--- config.mk ---
export PLATFORM = sky130hd
export DESIGN_NAME = lebh_ctrl
export DESIGN_NICKNAME = d
export VERILOG_FILES = /design/src/hdl/lebh_pkg.sv /design/src/hdl/lebh_ctrl.sv
export SDC_FILE = /design/constraint.sdc
export NUM_CORES = 1
export LEC_CHECK = 0
export BUFFER_PORTS_ARGS = -buffer_cell sky130_fd_sc_hd__buf_4
export CAP_MARGIN = 20
export CORE_MARGIN = 2
export CORE_UTILIZATION = 35
export DETAILED_ROUTE_END_ITERATION = 10
export PLACE_DENSITY = 0.65
export SETUP_SLACK_MARGIN = 0.05
export SLEW_MARGIN = 5
export SYNTH_ARGS = -nofsm -noshare
export SYNTH_HDL_FRONTEND = slang
export SYNTH_SLANG_ARGS = --single-unit
--- constraint.sdc ---
create_clock -name clock -period 5 [get_ports clock]
set_input_delay 1 -clock clock [delete_from_list [all_inputs] [get_ports clock]]
set_output_delay 1 -clock clock [all_outputs]
set_load 0.05 [all_outputs]
--- src/hdl/lebh_pkg.sv ---
// ----------------------------------------------------------------------------
// lebh_pkg
// Shared constants, codes and types of the line edit buffer with history.
// ----------------------------------------------------------------------------
package lebh_pkg;

   localparam int LINE_CAP_DEF   = 64;
   localparam int HIST_DEPTH_DEF = 64;

   localparam int LEN_W     = 7;
   localparam int CMD_W     = 4;
   localparam int CHAR_W    = 8;
   localparam int STATUS_W  = 2;
   localparam int CSR_IDX_W = 1;

   localparam logic [LEN_W-1:0] HIST_LIMIT_RST = 7'd50;

   localparam logic [CSR_IDX_W-1:0] CSR_MAX_LENGTH    = 1'b0;
   localparam logic [CSR_IDX_W-1:0] CSR_HISTORY_LIMIT = 1'b1;

   localparam logic [CMD_W-1:0] CMD_INSERT = 4'd0;
   localparam logic [CMD_W-1:0] CMD_RIGHT  = 4'd1;
   localparam logic [CMD_W-1:0] CMD_LEFT   = 4'd2;
   localparam logic [CMD_W-1:0] CMD_HOME   = 4'd3;
   localparam logic [CMD_W-1:0] CMD_END    = 4'd4;
   localparam logic [CMD_W-1:0] CMD_NWORD  = 4'd5;
   localparam logic [CMD_W-1:0] CMD_PWORD  = 4'd6;
   localparam logic [CMD_W-1:0] CMD_BKSP   = 4'd7;
   localparam logic [CMD_W-1:0] CMD_DEL    = 4'd8;
   localparam logic [CMD_W-1:0] CMD_CLREOL = 4'd9;
   localparam logic [CMD_W-1:0] CMD_TOGGLE = 4'd10;
   localparam logic [CMD_W-1:0] CMD_UP     = 4'd11;
   localparam logic [CMD_W-1:0] CMD_DOWN   = 4'd12;
   localparam logic [CMD_W-1:0] CMD_ENTER  = 4'd13;
   localparam logic [CMD_W-1:0] CMD_ABORT  = 4'd14;
   localparam logic [CMD_W-1:0] CMD_NONE   = 4'd15;

   localparam logic [STATUS_W-1:0] STS_DONE   = 2'd0;
   localparam logic [STATUS_W-1:0] STS_REJECT = 2'd1;
   localparam logic [STATUS_W-1:0] STS_NOEFF  = 2'd2;

   localparam int STEP_W = 4;
   localparam logic [STEP_W-1:0] STP_NONE   = 4'd0;
   localparam logic [STEP_W-1:0] STP_ACCEPT = 4'd1;
   localparam logic [STEP_W-1:0] STP_EXEC   = 4'd2;
   localparam logic [STEP_W-1:0] STP_SH_RD  = 4'd3;
   localparam logic [STEP_W-1:0] STP_SH_WR  = 4'd4;
   localparam logic [STEP_W-1:0] STP_INS_WR = 4'd5;
   localparam logic [STEP_W-1:0] STP_SC_RD  = 4'd6;
   localparam logic [STEP_W-1:0] STP_SC_EV  = 4'd7;
   localparam logic [STEP_W-1:0] STP_HL_RD  = 4'd8;
   localparam logic [STEP_W-1:0] STP_HL_LD  = 4'd9;
   localparam logic [STEP_W-1:0] STP_HC_RD  = 4'd10;
   localparam logic [STEP_W-1:0] STP_HC_WR  = 4'd11;
   localparam logic [STEP_W-1:0] STP_EN_RD  = 4'd12;
   localparam logic [STEP_W-1:0] STP_EN_OUT = 4'd13;
   localparam logic [STEP_W-1:0] STP_EN_FIN = 4'd14;
   localparam logic [STEP_W-1:0] STP_EMIT   = 4'd15;

   typedef struct packed {
      logic [STEP_W-1:0] step;
   } ctl_type;

   typedef struct packed {
      logic rej;
      logic ovwr;
      logic hist_ok;
      logic hist_clear;
      logic len_zero;
      logic shift_more;
      logic scan_done;
      logic copy_more;
      logic en_last;
      logic out_free;
   } stat_type;

   function automatic logic is_space(input logic [CHAR_W-1:0] c);
      return (c == 8'd32) || ((c >= 8'd9) && (c <= 8'd13));
   endfunction

endpackage

--- src/hdl/lebh_ctrl.sv ---
// ----------------------------------------------------------------------------
// lebh_ctrl
// Controller: sequences the datapath steps of each edit command.
// ----------------------------------------------------------------------------
module lebh_ctrl (
   input  logic                       clock,
   input  logic                       reset,
   input  logic                       req_valid,
   input  logic [lebh_pkg::CMD_W-1:0] req_cmd,
   output logic                       req_stall,
   output lebh_pkg::ctl_type          ctl,
   input  lebh_pkg::stat_type         stat
);
   import lebh_pkg::*;

   localparam logic [3:0] S_IDLE    = 4'd0;
   localparam logic [3:0] S_DISP    = 4'd1;
   localparam logic [3:0] S_SH_RD   = 4'd2;
   localparam logic [3:0] S_SH_WR   = 4'd3;
   localparam logic [3:0] S_SC_RD   = 4'd4;
   localparam logic [3:0] S_SC_EV   = 4'd5;
   localparam logic [3:0] S_HL_RD   = 4'd6;
   localparam logic [3:0] S_HL_LD   = 4'd7;
   localparam logic [3:0] S_HC_RD   = 4'd8;
   localparam logic [3:0] S_HC_WR   = 4'd9;
   localparam logic [3:0] S_EN_RD   = 4'd10;
   localparam logic [3:0] S_EN_OUT  = 4'd11;
   localparam logic [3:0] S_EN_FIN  = 4'd12;
   localparam logic [3:0] S_EN_FIN0 = 4'd13;
   localparam logic [3:0] S_EMIT    = 4'd14;

   logic [3:0]       state_ff, state_in;
   logic [CMD_W-1:0] cmd_ff, cmd_in;

   assign req_stall = (state_ff != S_IDLE);

   always_comb begin
      state_in = state_ff;
      cmd_in = cmd_ff;
      ctl.step = STP_NONE;
      unique case (state_ff)
         S_IDLE: begin
            if (req_valid) begin
               ctl.step = STP_ACCEPT;
               cmd_in = req_cmd;
               state_in = S_DISP;
            end
         end
         S_DISP: begin
            ctl.step = STP_EXEC;
            unique case (cmd_ff)
               CMD_INSERT: state_in = (stat.rej || stat.ovwr) ? S_EMIT : S_SH_RD;
               CMD_BKSP, CMD_DEL: state_in = S_SH_RD;
               CMD_NWORD, CMD_PWORD: state_in = S_SC_RD;
               CMD_UP: state_in = stat.hist_ok ? S_HL_RD : S_EMIT;
               CMD_DOWN: state_in = (stat.hist_ok && !stat.hist_clear) ? S_HL_RD : S_EMIT;
               CMD_ENTER: state_in = stat.len_zero ? S_EN_FIN0 : S_EN_RD;
               default: state_in = S_EMIT;
            endcase
         end
         S_SH_RD: begin
            if (stat.shift_more) begin
               ctl.step = STP_SH_RD;
               state_in = S_SH_WR;
            end else begin
               if (cmd_ff == CMD_INSERT) begin
                  ctl.step = STP_INS_WR;
               end
               state_in = S_EMIT;
            end
         end
         S_SH_WR: begin
            ctl.step = STP_SH_WR;
            state_in = S_SH_RD;
         end
         S_SC_RD: begin
            ctl.step = STP_SC_RD;
            state_in = S_SC_EV;
         end
         S_SC_EV: begin
            ctl.step = STP_SC_EV;
            state_in = stat.scan_done ? S_EMIT : S_SC_RD;
         end
         S_HL_RD: begin
            ctl.step = STP_HL_RD;
            state_in = S_HL_LD;
         end
         S_HL_LD: begin
            ctl.step = STP_HL_LD;
            state_in = S_HC_RD;
         end
         S_HC_RD: begin
            if (stat.copy_more) begin
               ctl.step = STP_HC_RD;
               state_in = S_HC_WR;
            end else begin
               state_in = S_EMIT;
            end
         end
         S_HC_WR: begin
            ctl.step = STP_HC_WR;
            state_in = S_HC_RD;
         end
         S_EN_RD: begin
            ctl.step = STP_EN_RD;
            state_in = S_EN_OUT;
         end
         S_EN_OUT: begin
            if (stat.out_free) begin
               ctl.step = STP_EN_OUT;
               state_in = stat.en_last ? S_EN_FIN : S_EN_RD;
            end
         end
         S_EN_FIN: begin
            ctl.step = STP_EN_FIN;
            state_in = S_IDLE;
         end
         S_EN_FIN0: begin
            ctl.step = STP_EN_FIN;
            state_in = S_EMIT;
         end
         S_EMIT: begin
            if (stat.out_free) begin
               ctl.step = STP_EMIT;
               state_in = S_IDLE;
            end
         end
         default: state_in = S_IDLE;
      endcase
   end

   always_ff @(posedge clock) begin
      if (reset) begin
         state_ff <= S_IDLE;
      end else begin
         state_ff <= state_in;
      end
   end

   always_ff @(posedge clock) begin
      cmd_ff <= cmd_in;
   end

endmodule

==> results of run 1 <==
## worst max-delay path, delay by kind of cell
family	cells	cell delay, ps
buf+inv	2	330
compound gates	2	250
simple gates	2	510
## worst max-delay path by stage
stage | slack, ps | endpoint | startpoint
after floorplan | 1490 | ctl[3] | stat[0]
after global placement | 1930 | ctl[2] | stat[4]
after detailed placement | 1910 | ctl[2] | stat[4]
after CTS | 1920 | ctl[2] | stat[4]
after global routing | 1760 | ctl[2] | state_ff[1]$_SDFFE_PP0P_
final | 1900 | ctl[2] | stat[4]
## area by class of cell
class	instances	area (sq um)	area share
repair buffers	21	158	0.147
multi-input cells	103	633	0.592
inverters	4	15.0	0.0140
flip-flops and latches	8	200	0.187
clock buffers	4	26.3	0.0246
well taps	30	37.5	0.0351
## stage by stage
step           hold WS (ps)  cell area, sq um   util
2_1_floorplan           638               903      -
3_3_place_gp            779              1040  0.425
3_5_place_dp            789              1040  0.425
4_1_cts                 803              1070  0.436
5_1_grt                 873              1070  0.436
6_report                801              1070  0.436
## flip-flops by register name, indices dropped and copies added (netlist names)
| signal | count |
|---|---|
| cmd_ff | 4 |
| state_ff | 4 |
## layout by cell type (no fill, tap or decap), types with 3 or more instances in the layout
master and instances:
a21oi_1 8, nand2_1 12, nand2b_1 3, a211oi_1 3, a31oi_1 4, edfxtp_1 4
clkbuf_4 3, inv_1 4, o21ai_0 11, dfxtp_1 4, buf_4 21, nor2_1 10
nand3_1 5, nor2b_1 6, o21ai_1 3
## per-layer routing
layer | part of all wire | global-route usage | wire [microns] | vias to the layer above
li1 | - | - | - | 507
met1 | 0.47 | 0.237 | 1060 | 450
met2 | 0.46 | 0.248 | 1030 | 28
met3 | 0.058 | 0.0219 | 129 | 2
met4 | 0.0063 | 0.0625 | 14 | 0
met5 | 0 | 0 | 0 | -
## synthesized netlist by cell type, drive strengths merged, types with 4 or more instances
master,n
clkbuf,9
a21oi,8
inv,4
nand3,5
edfxtp,4
o21ai,14
nand2,12
a31oi,4
nor2,10
nor2b,7
dfxtp,4
## power by group through the flow
stage,registers (mW),logic (mW),clock network [mW]
floorplan,0.122,0.487,0
global placement,0.216,0.506,0
detailed placement,0.221,0.511,0
CTS,0.220,0.512,0.0553
global route,0.239,0.559,0.0592
finish,0.224,0.509,0.0543
## logic make-up after synthesis
group | after synthesis
AND/OR/NAND/NOR | 54
AO/OA/AOI/OAI | 48
buffers and inverters | 16
flip-flops | 8
multiplexers | 1
==> impl_metrics.ini, run 1 <==
[run_status]
status = completed

[sta]
fin_tns_setup_ps = 0
hold_viol_final = 0
rsz0062_at_grt = false
setup_ws_ps = 1900
maxSlewViolCount = 0
worst_pin_slew_ps = 763
max_slew_margin = 0.491
final.setup_skew_ps = 0.667
fin_crit_sh = 0.619
max_freq_mhz = 323
setup_viol = 0
period_needed_ps = 3100

[floorplan]
io-pin-count = 22
row_count = 18
die_x_microns = 54.8
coreArea_sq_mm = 0.00245
die_y_microns = 54.8
die-area_sq_mm = 0.00300
initial_utilization = 0.368

[grt]
grtUsageTotal = 0.165
grt_max_degree = 27
grt_pass1_vias = 796
grt_antenna_before_repair = 0
grt_pass1_wl_mm = 3.57
gr-total-overflow = 0

[synthesis]
async_reset_ff_frac = 0
synth_area_leaders = edfxtp_1 13%, dfxtp_1 8.9%, o21ai_0 6.1%
synth-compound-area-share = 0.364
avgSynthCellArea_sq_um = 7.11
synth-edff-count = 4
synthSimpleGateAreaFrac = 0.325
synth-xor-area-share = 0
synth_ff_type = edfxtp_1
synthMuxAreaShare = 0.0111
synth_area_leader_cell = edfxtp_1
synth_fa_ha_area_frac = 0
synth_top_area_frac = 0.133
synth_cell_types = 43
seq_area_frac_synth = 0.222
synth_top_family_by_area = compound AO/OA/AOI/OAI gates
synth_area_sq_um = 903
synthCells = 127
syn-num-nets = 144
ys_warn_count = 0
ys_ff_latch = 8

[critical_path]
crit_slowest_cell = or3b_1
crit_top_cell = buf_4
arrival_ps = 2100
critPathLaunchType = primary input
max_stage_delay_ps = 360
worstSetupPathType = primary input to primary output
r2r-start = state_ff[0]$_SDFFE_PP0P_
cp-end-kind = primary output
worstPathMaxFanout = 4
crit_chain = buf_4 -> or3b_1 -> nor2_1 -> a211oi_1 -> a21oi_1 -> buf_4
r2r_setup_slack_ps = 3020
cp_data_required_time_ps = 4000
r2r_end = state_ff[0]$_SDFFE_PP0P_
reg2reg_depth = 5

[drt]
firstDrtPassIters = 4
postRouteAntennaNets = 0
num_vias = 987
avgRoutedWirePerCell_microns = 13.1
wirelength_mm = 2.23
drcViolationCount = 0
first_iter_violations = 43
routed_via_density = 5.81

[flow_run]
max_cap_violations = 0

[finish]
diodes = 0
nets = 158
stdcell_count = 170
drive_gt1_frac = 0.200
fillers = 267
synthToLayoutAreaGrowth_pct = 18.4

[clocking]
cts.htree.levels = 1
ctsHoldBuffers = 0
clk_pin_slew_ps = 60
post_cts_buffers = 0
cts_resized = 0
insertion_delay_ps = 250
numCtsBuffers = 3
cts_sinks = 8
cts_buffer_depth = 2
cts_tree = yes
root_buffer = clkbuf_4

[power]
pwr-share-clk = 0.069
p_switching_mw = 0.452
seq_power_share = 0.284
power.internal_mw = 0.335
vdd_drop_max_uv = 557
p_per_area_mw_per_mm2 = 736
p_comb_frac = 0.647
power_leakage_nw = 0.401
power.total_mw = 0.787
p_sw_frac = 0.575

[placed_design]
hpwl_mm = 1.65
io_buffers = 21
dp.cells = 166
gp_congestion = 0.839
place_ws_ps = 1910

[worst_hold_path]
hold_end = state_ff[1]$_SDFFE_PP0P_
hold_depth = 3
holdCritPathClass = flip-flop to flip-flop
min-delay-start = cmd_ff[1]$_DFFE_PP_
Note: power is estimated with default switching activity, not from simulation.
==> inputs of run 2 (changes only) <==
==> constraint.sdc (replaced) <==
create_clock -name clock -period 3 [get_ports clock]
set_input_delay 0.6 -clock clock [delete_from_list [all_inputs] [get_ports clock]]
set_output_delay 0.6 -clock clock [all_outputs]
set_load 0.05 [all_outputs]
==> impl_metrics.ini, run 2 (synthesis results as in run 1) <==
[grt]
grtUsageTotal = 0.161
grt_pass1_wl_mm = 3.59
grt_antenna_before_repair = 0
grt_pass1_vias = 855
grt_max_degree = 27
gr-total-overflow = 0

[placed_design]
hpwl_mm = 1.67
io_buffers = 21
gp_congestion = 0.880

[sta]
max_slew_margin = 0.519
fin_crit_sh = 0.861
max_freq_mhz = 387
setup_viol = 0
fin_hold_ws_ps = 525
worst_pin_slew_ps = 720
maxSlewViolCount = 0
fin_tns_setup_ps = 0
hold_viol_final = 0
rsz0062_at_grt = false
period_needed_ps = 2580
final.setup_skew_ps = 4.18

[critical_path]
critPathLaunchType = flip-flop
cp-end-kind = primary output
worstPathMaxFanout = 22
arrival_ps = 1980
crit_slowest_cell = dfxtp_1
cp_num_buf_inv = 2
cp_data_required_time_ps = 2400
worstSetupPathType = flip-flop to primary output
max_stage_delay_ps = 750
crit_chain = inv_1 -> nor3b_1 -> a21oi_1 -> a22oi_1 -> buf_4
path_delay_family = flip-flops

[finish]
drive_gt1_frac = 0.211
synthToLayoutAreaGrowth_pct = 20.1
final_cell_mix = 23 x buf_4, 12 x nand2_1, 11 x o21ai_0
top_regs = cmd_ff (4), state_ff (4)
diodes = 0
mostFrequentLayoutCell = buf_4
nets = 160

[clocking]
post_cts_buffers = 0
cts_tree = yes
ctsHoldBuffers = 0
insertion_delay_ps = 250
clk_pin_slew_ps = 60
cts_resized = 0
numCtsBuffers = 3
cts_buffer_depth = 2
cts_sinks = 8
cts.htree.levels = 1
root_buffer = clkbuf_4

[floorplan]
row_count = 18
initial_utilization = 0.368
die_x_microns = 54.8
io-pin-count = 22
die-area_sq_mm = 0.00300
die_y_microns = 54.8
coreArea_sq_mm = 0.00245

[drt]
num_vias = 963
drcViolationCount = 0
postRouteAntennaNets = 0
routed_via_density = 5.60
wirelength_mm = 2.19
firstDrtPassIters = 4
first_iter_violations = 24
avgRoutedWirePerCell_microns = 12.7

[power]
vdd_drop_max_uv = 795
power_leakage_nw = 0.411
p_per_area_mw_per_mm2 = 1220

[worst_hold_path]
holdCritPathClass = primary input to flip-flop

[run_status]
status = completed

[flow_run]
max_cap_violations = 0
## run 2: cell types whose count changed in the layout (fill, tap and decap cells not counted), sizes merged
cell	before	now
buf	21	23
## run 2: final timing paths
kind / endpoint / cells after the start / start / slack (ps)
worst min-delay path: cmd_ff[3]$_DFFE_PP_ / 1 / req_cmd[3] / 530
worst min register to register: state_ff[1]$_SDFFE_PP0P_ / 3 / cmd_ff[1]$_DFFE_PP_ / 810
worst max register to register: state_ff[0]$_SDFFE_PP0P_ / 6 / state_ff[0]$_SDFFE_PP0P_ / 1040
worst max-delay path: ctl[1] / 5 / state_ff[3]$_SDFFE_PP0P_ / 420
## run 2: metal layers
| layer | share of wire | vias up | track usage |
|---|---|---|---|
| met5 | 0 | - | 0 |
| met4 | 0 | 0 | 0.0333 |
| met2 | 0.47 | 18 | 0.256 |
| met1 | 0.48 | 441 | 0.221 |
| met3 | 0.053 | 0 | 0.0355 |
| li1 | - | 504 | - |
## run 2: where the power goes
group / internal [mW] / leakage [nW] / total, mW / switching (mW)
combinational: 0.350 / 0.325 / 0.899 / 0.549
clock: 0.0508 / 0.0150 / 0.0857 / 0.0349
sequential: 0.172 / 0.0706 / 0.338 / 0.167
total: 0.572 / 0.411 / 1.32 / 0.751
## run 2: cell type report
type,count,area (sq um)
inverters,4,15.0
well taps,30,37.5
fillers,254,1370
repair buffers,23,173
clock buffers,4,26.3
flip-flops and latches,8,200
multi-input cells,103,633
## run 2: stage by stage
stage / util / setup slack [ps] / instances / instance area (sq um) / power, mW
after floorplan: - / 283 / 127 / 903 / 1.01
after global placement: 0.431 / 719 / 168 / 1060 / 1.22
after detailed placement: 0.431 / 706 / 168 / 1060 / 1.23
after CTS: 0.442 / 428 / 172 / 1080 / 1.32
after global routing: 0.442 / 213 / 172 / 1080 / 1.43
final: 0.442 / 417 / 172 / 1080 / 1.32
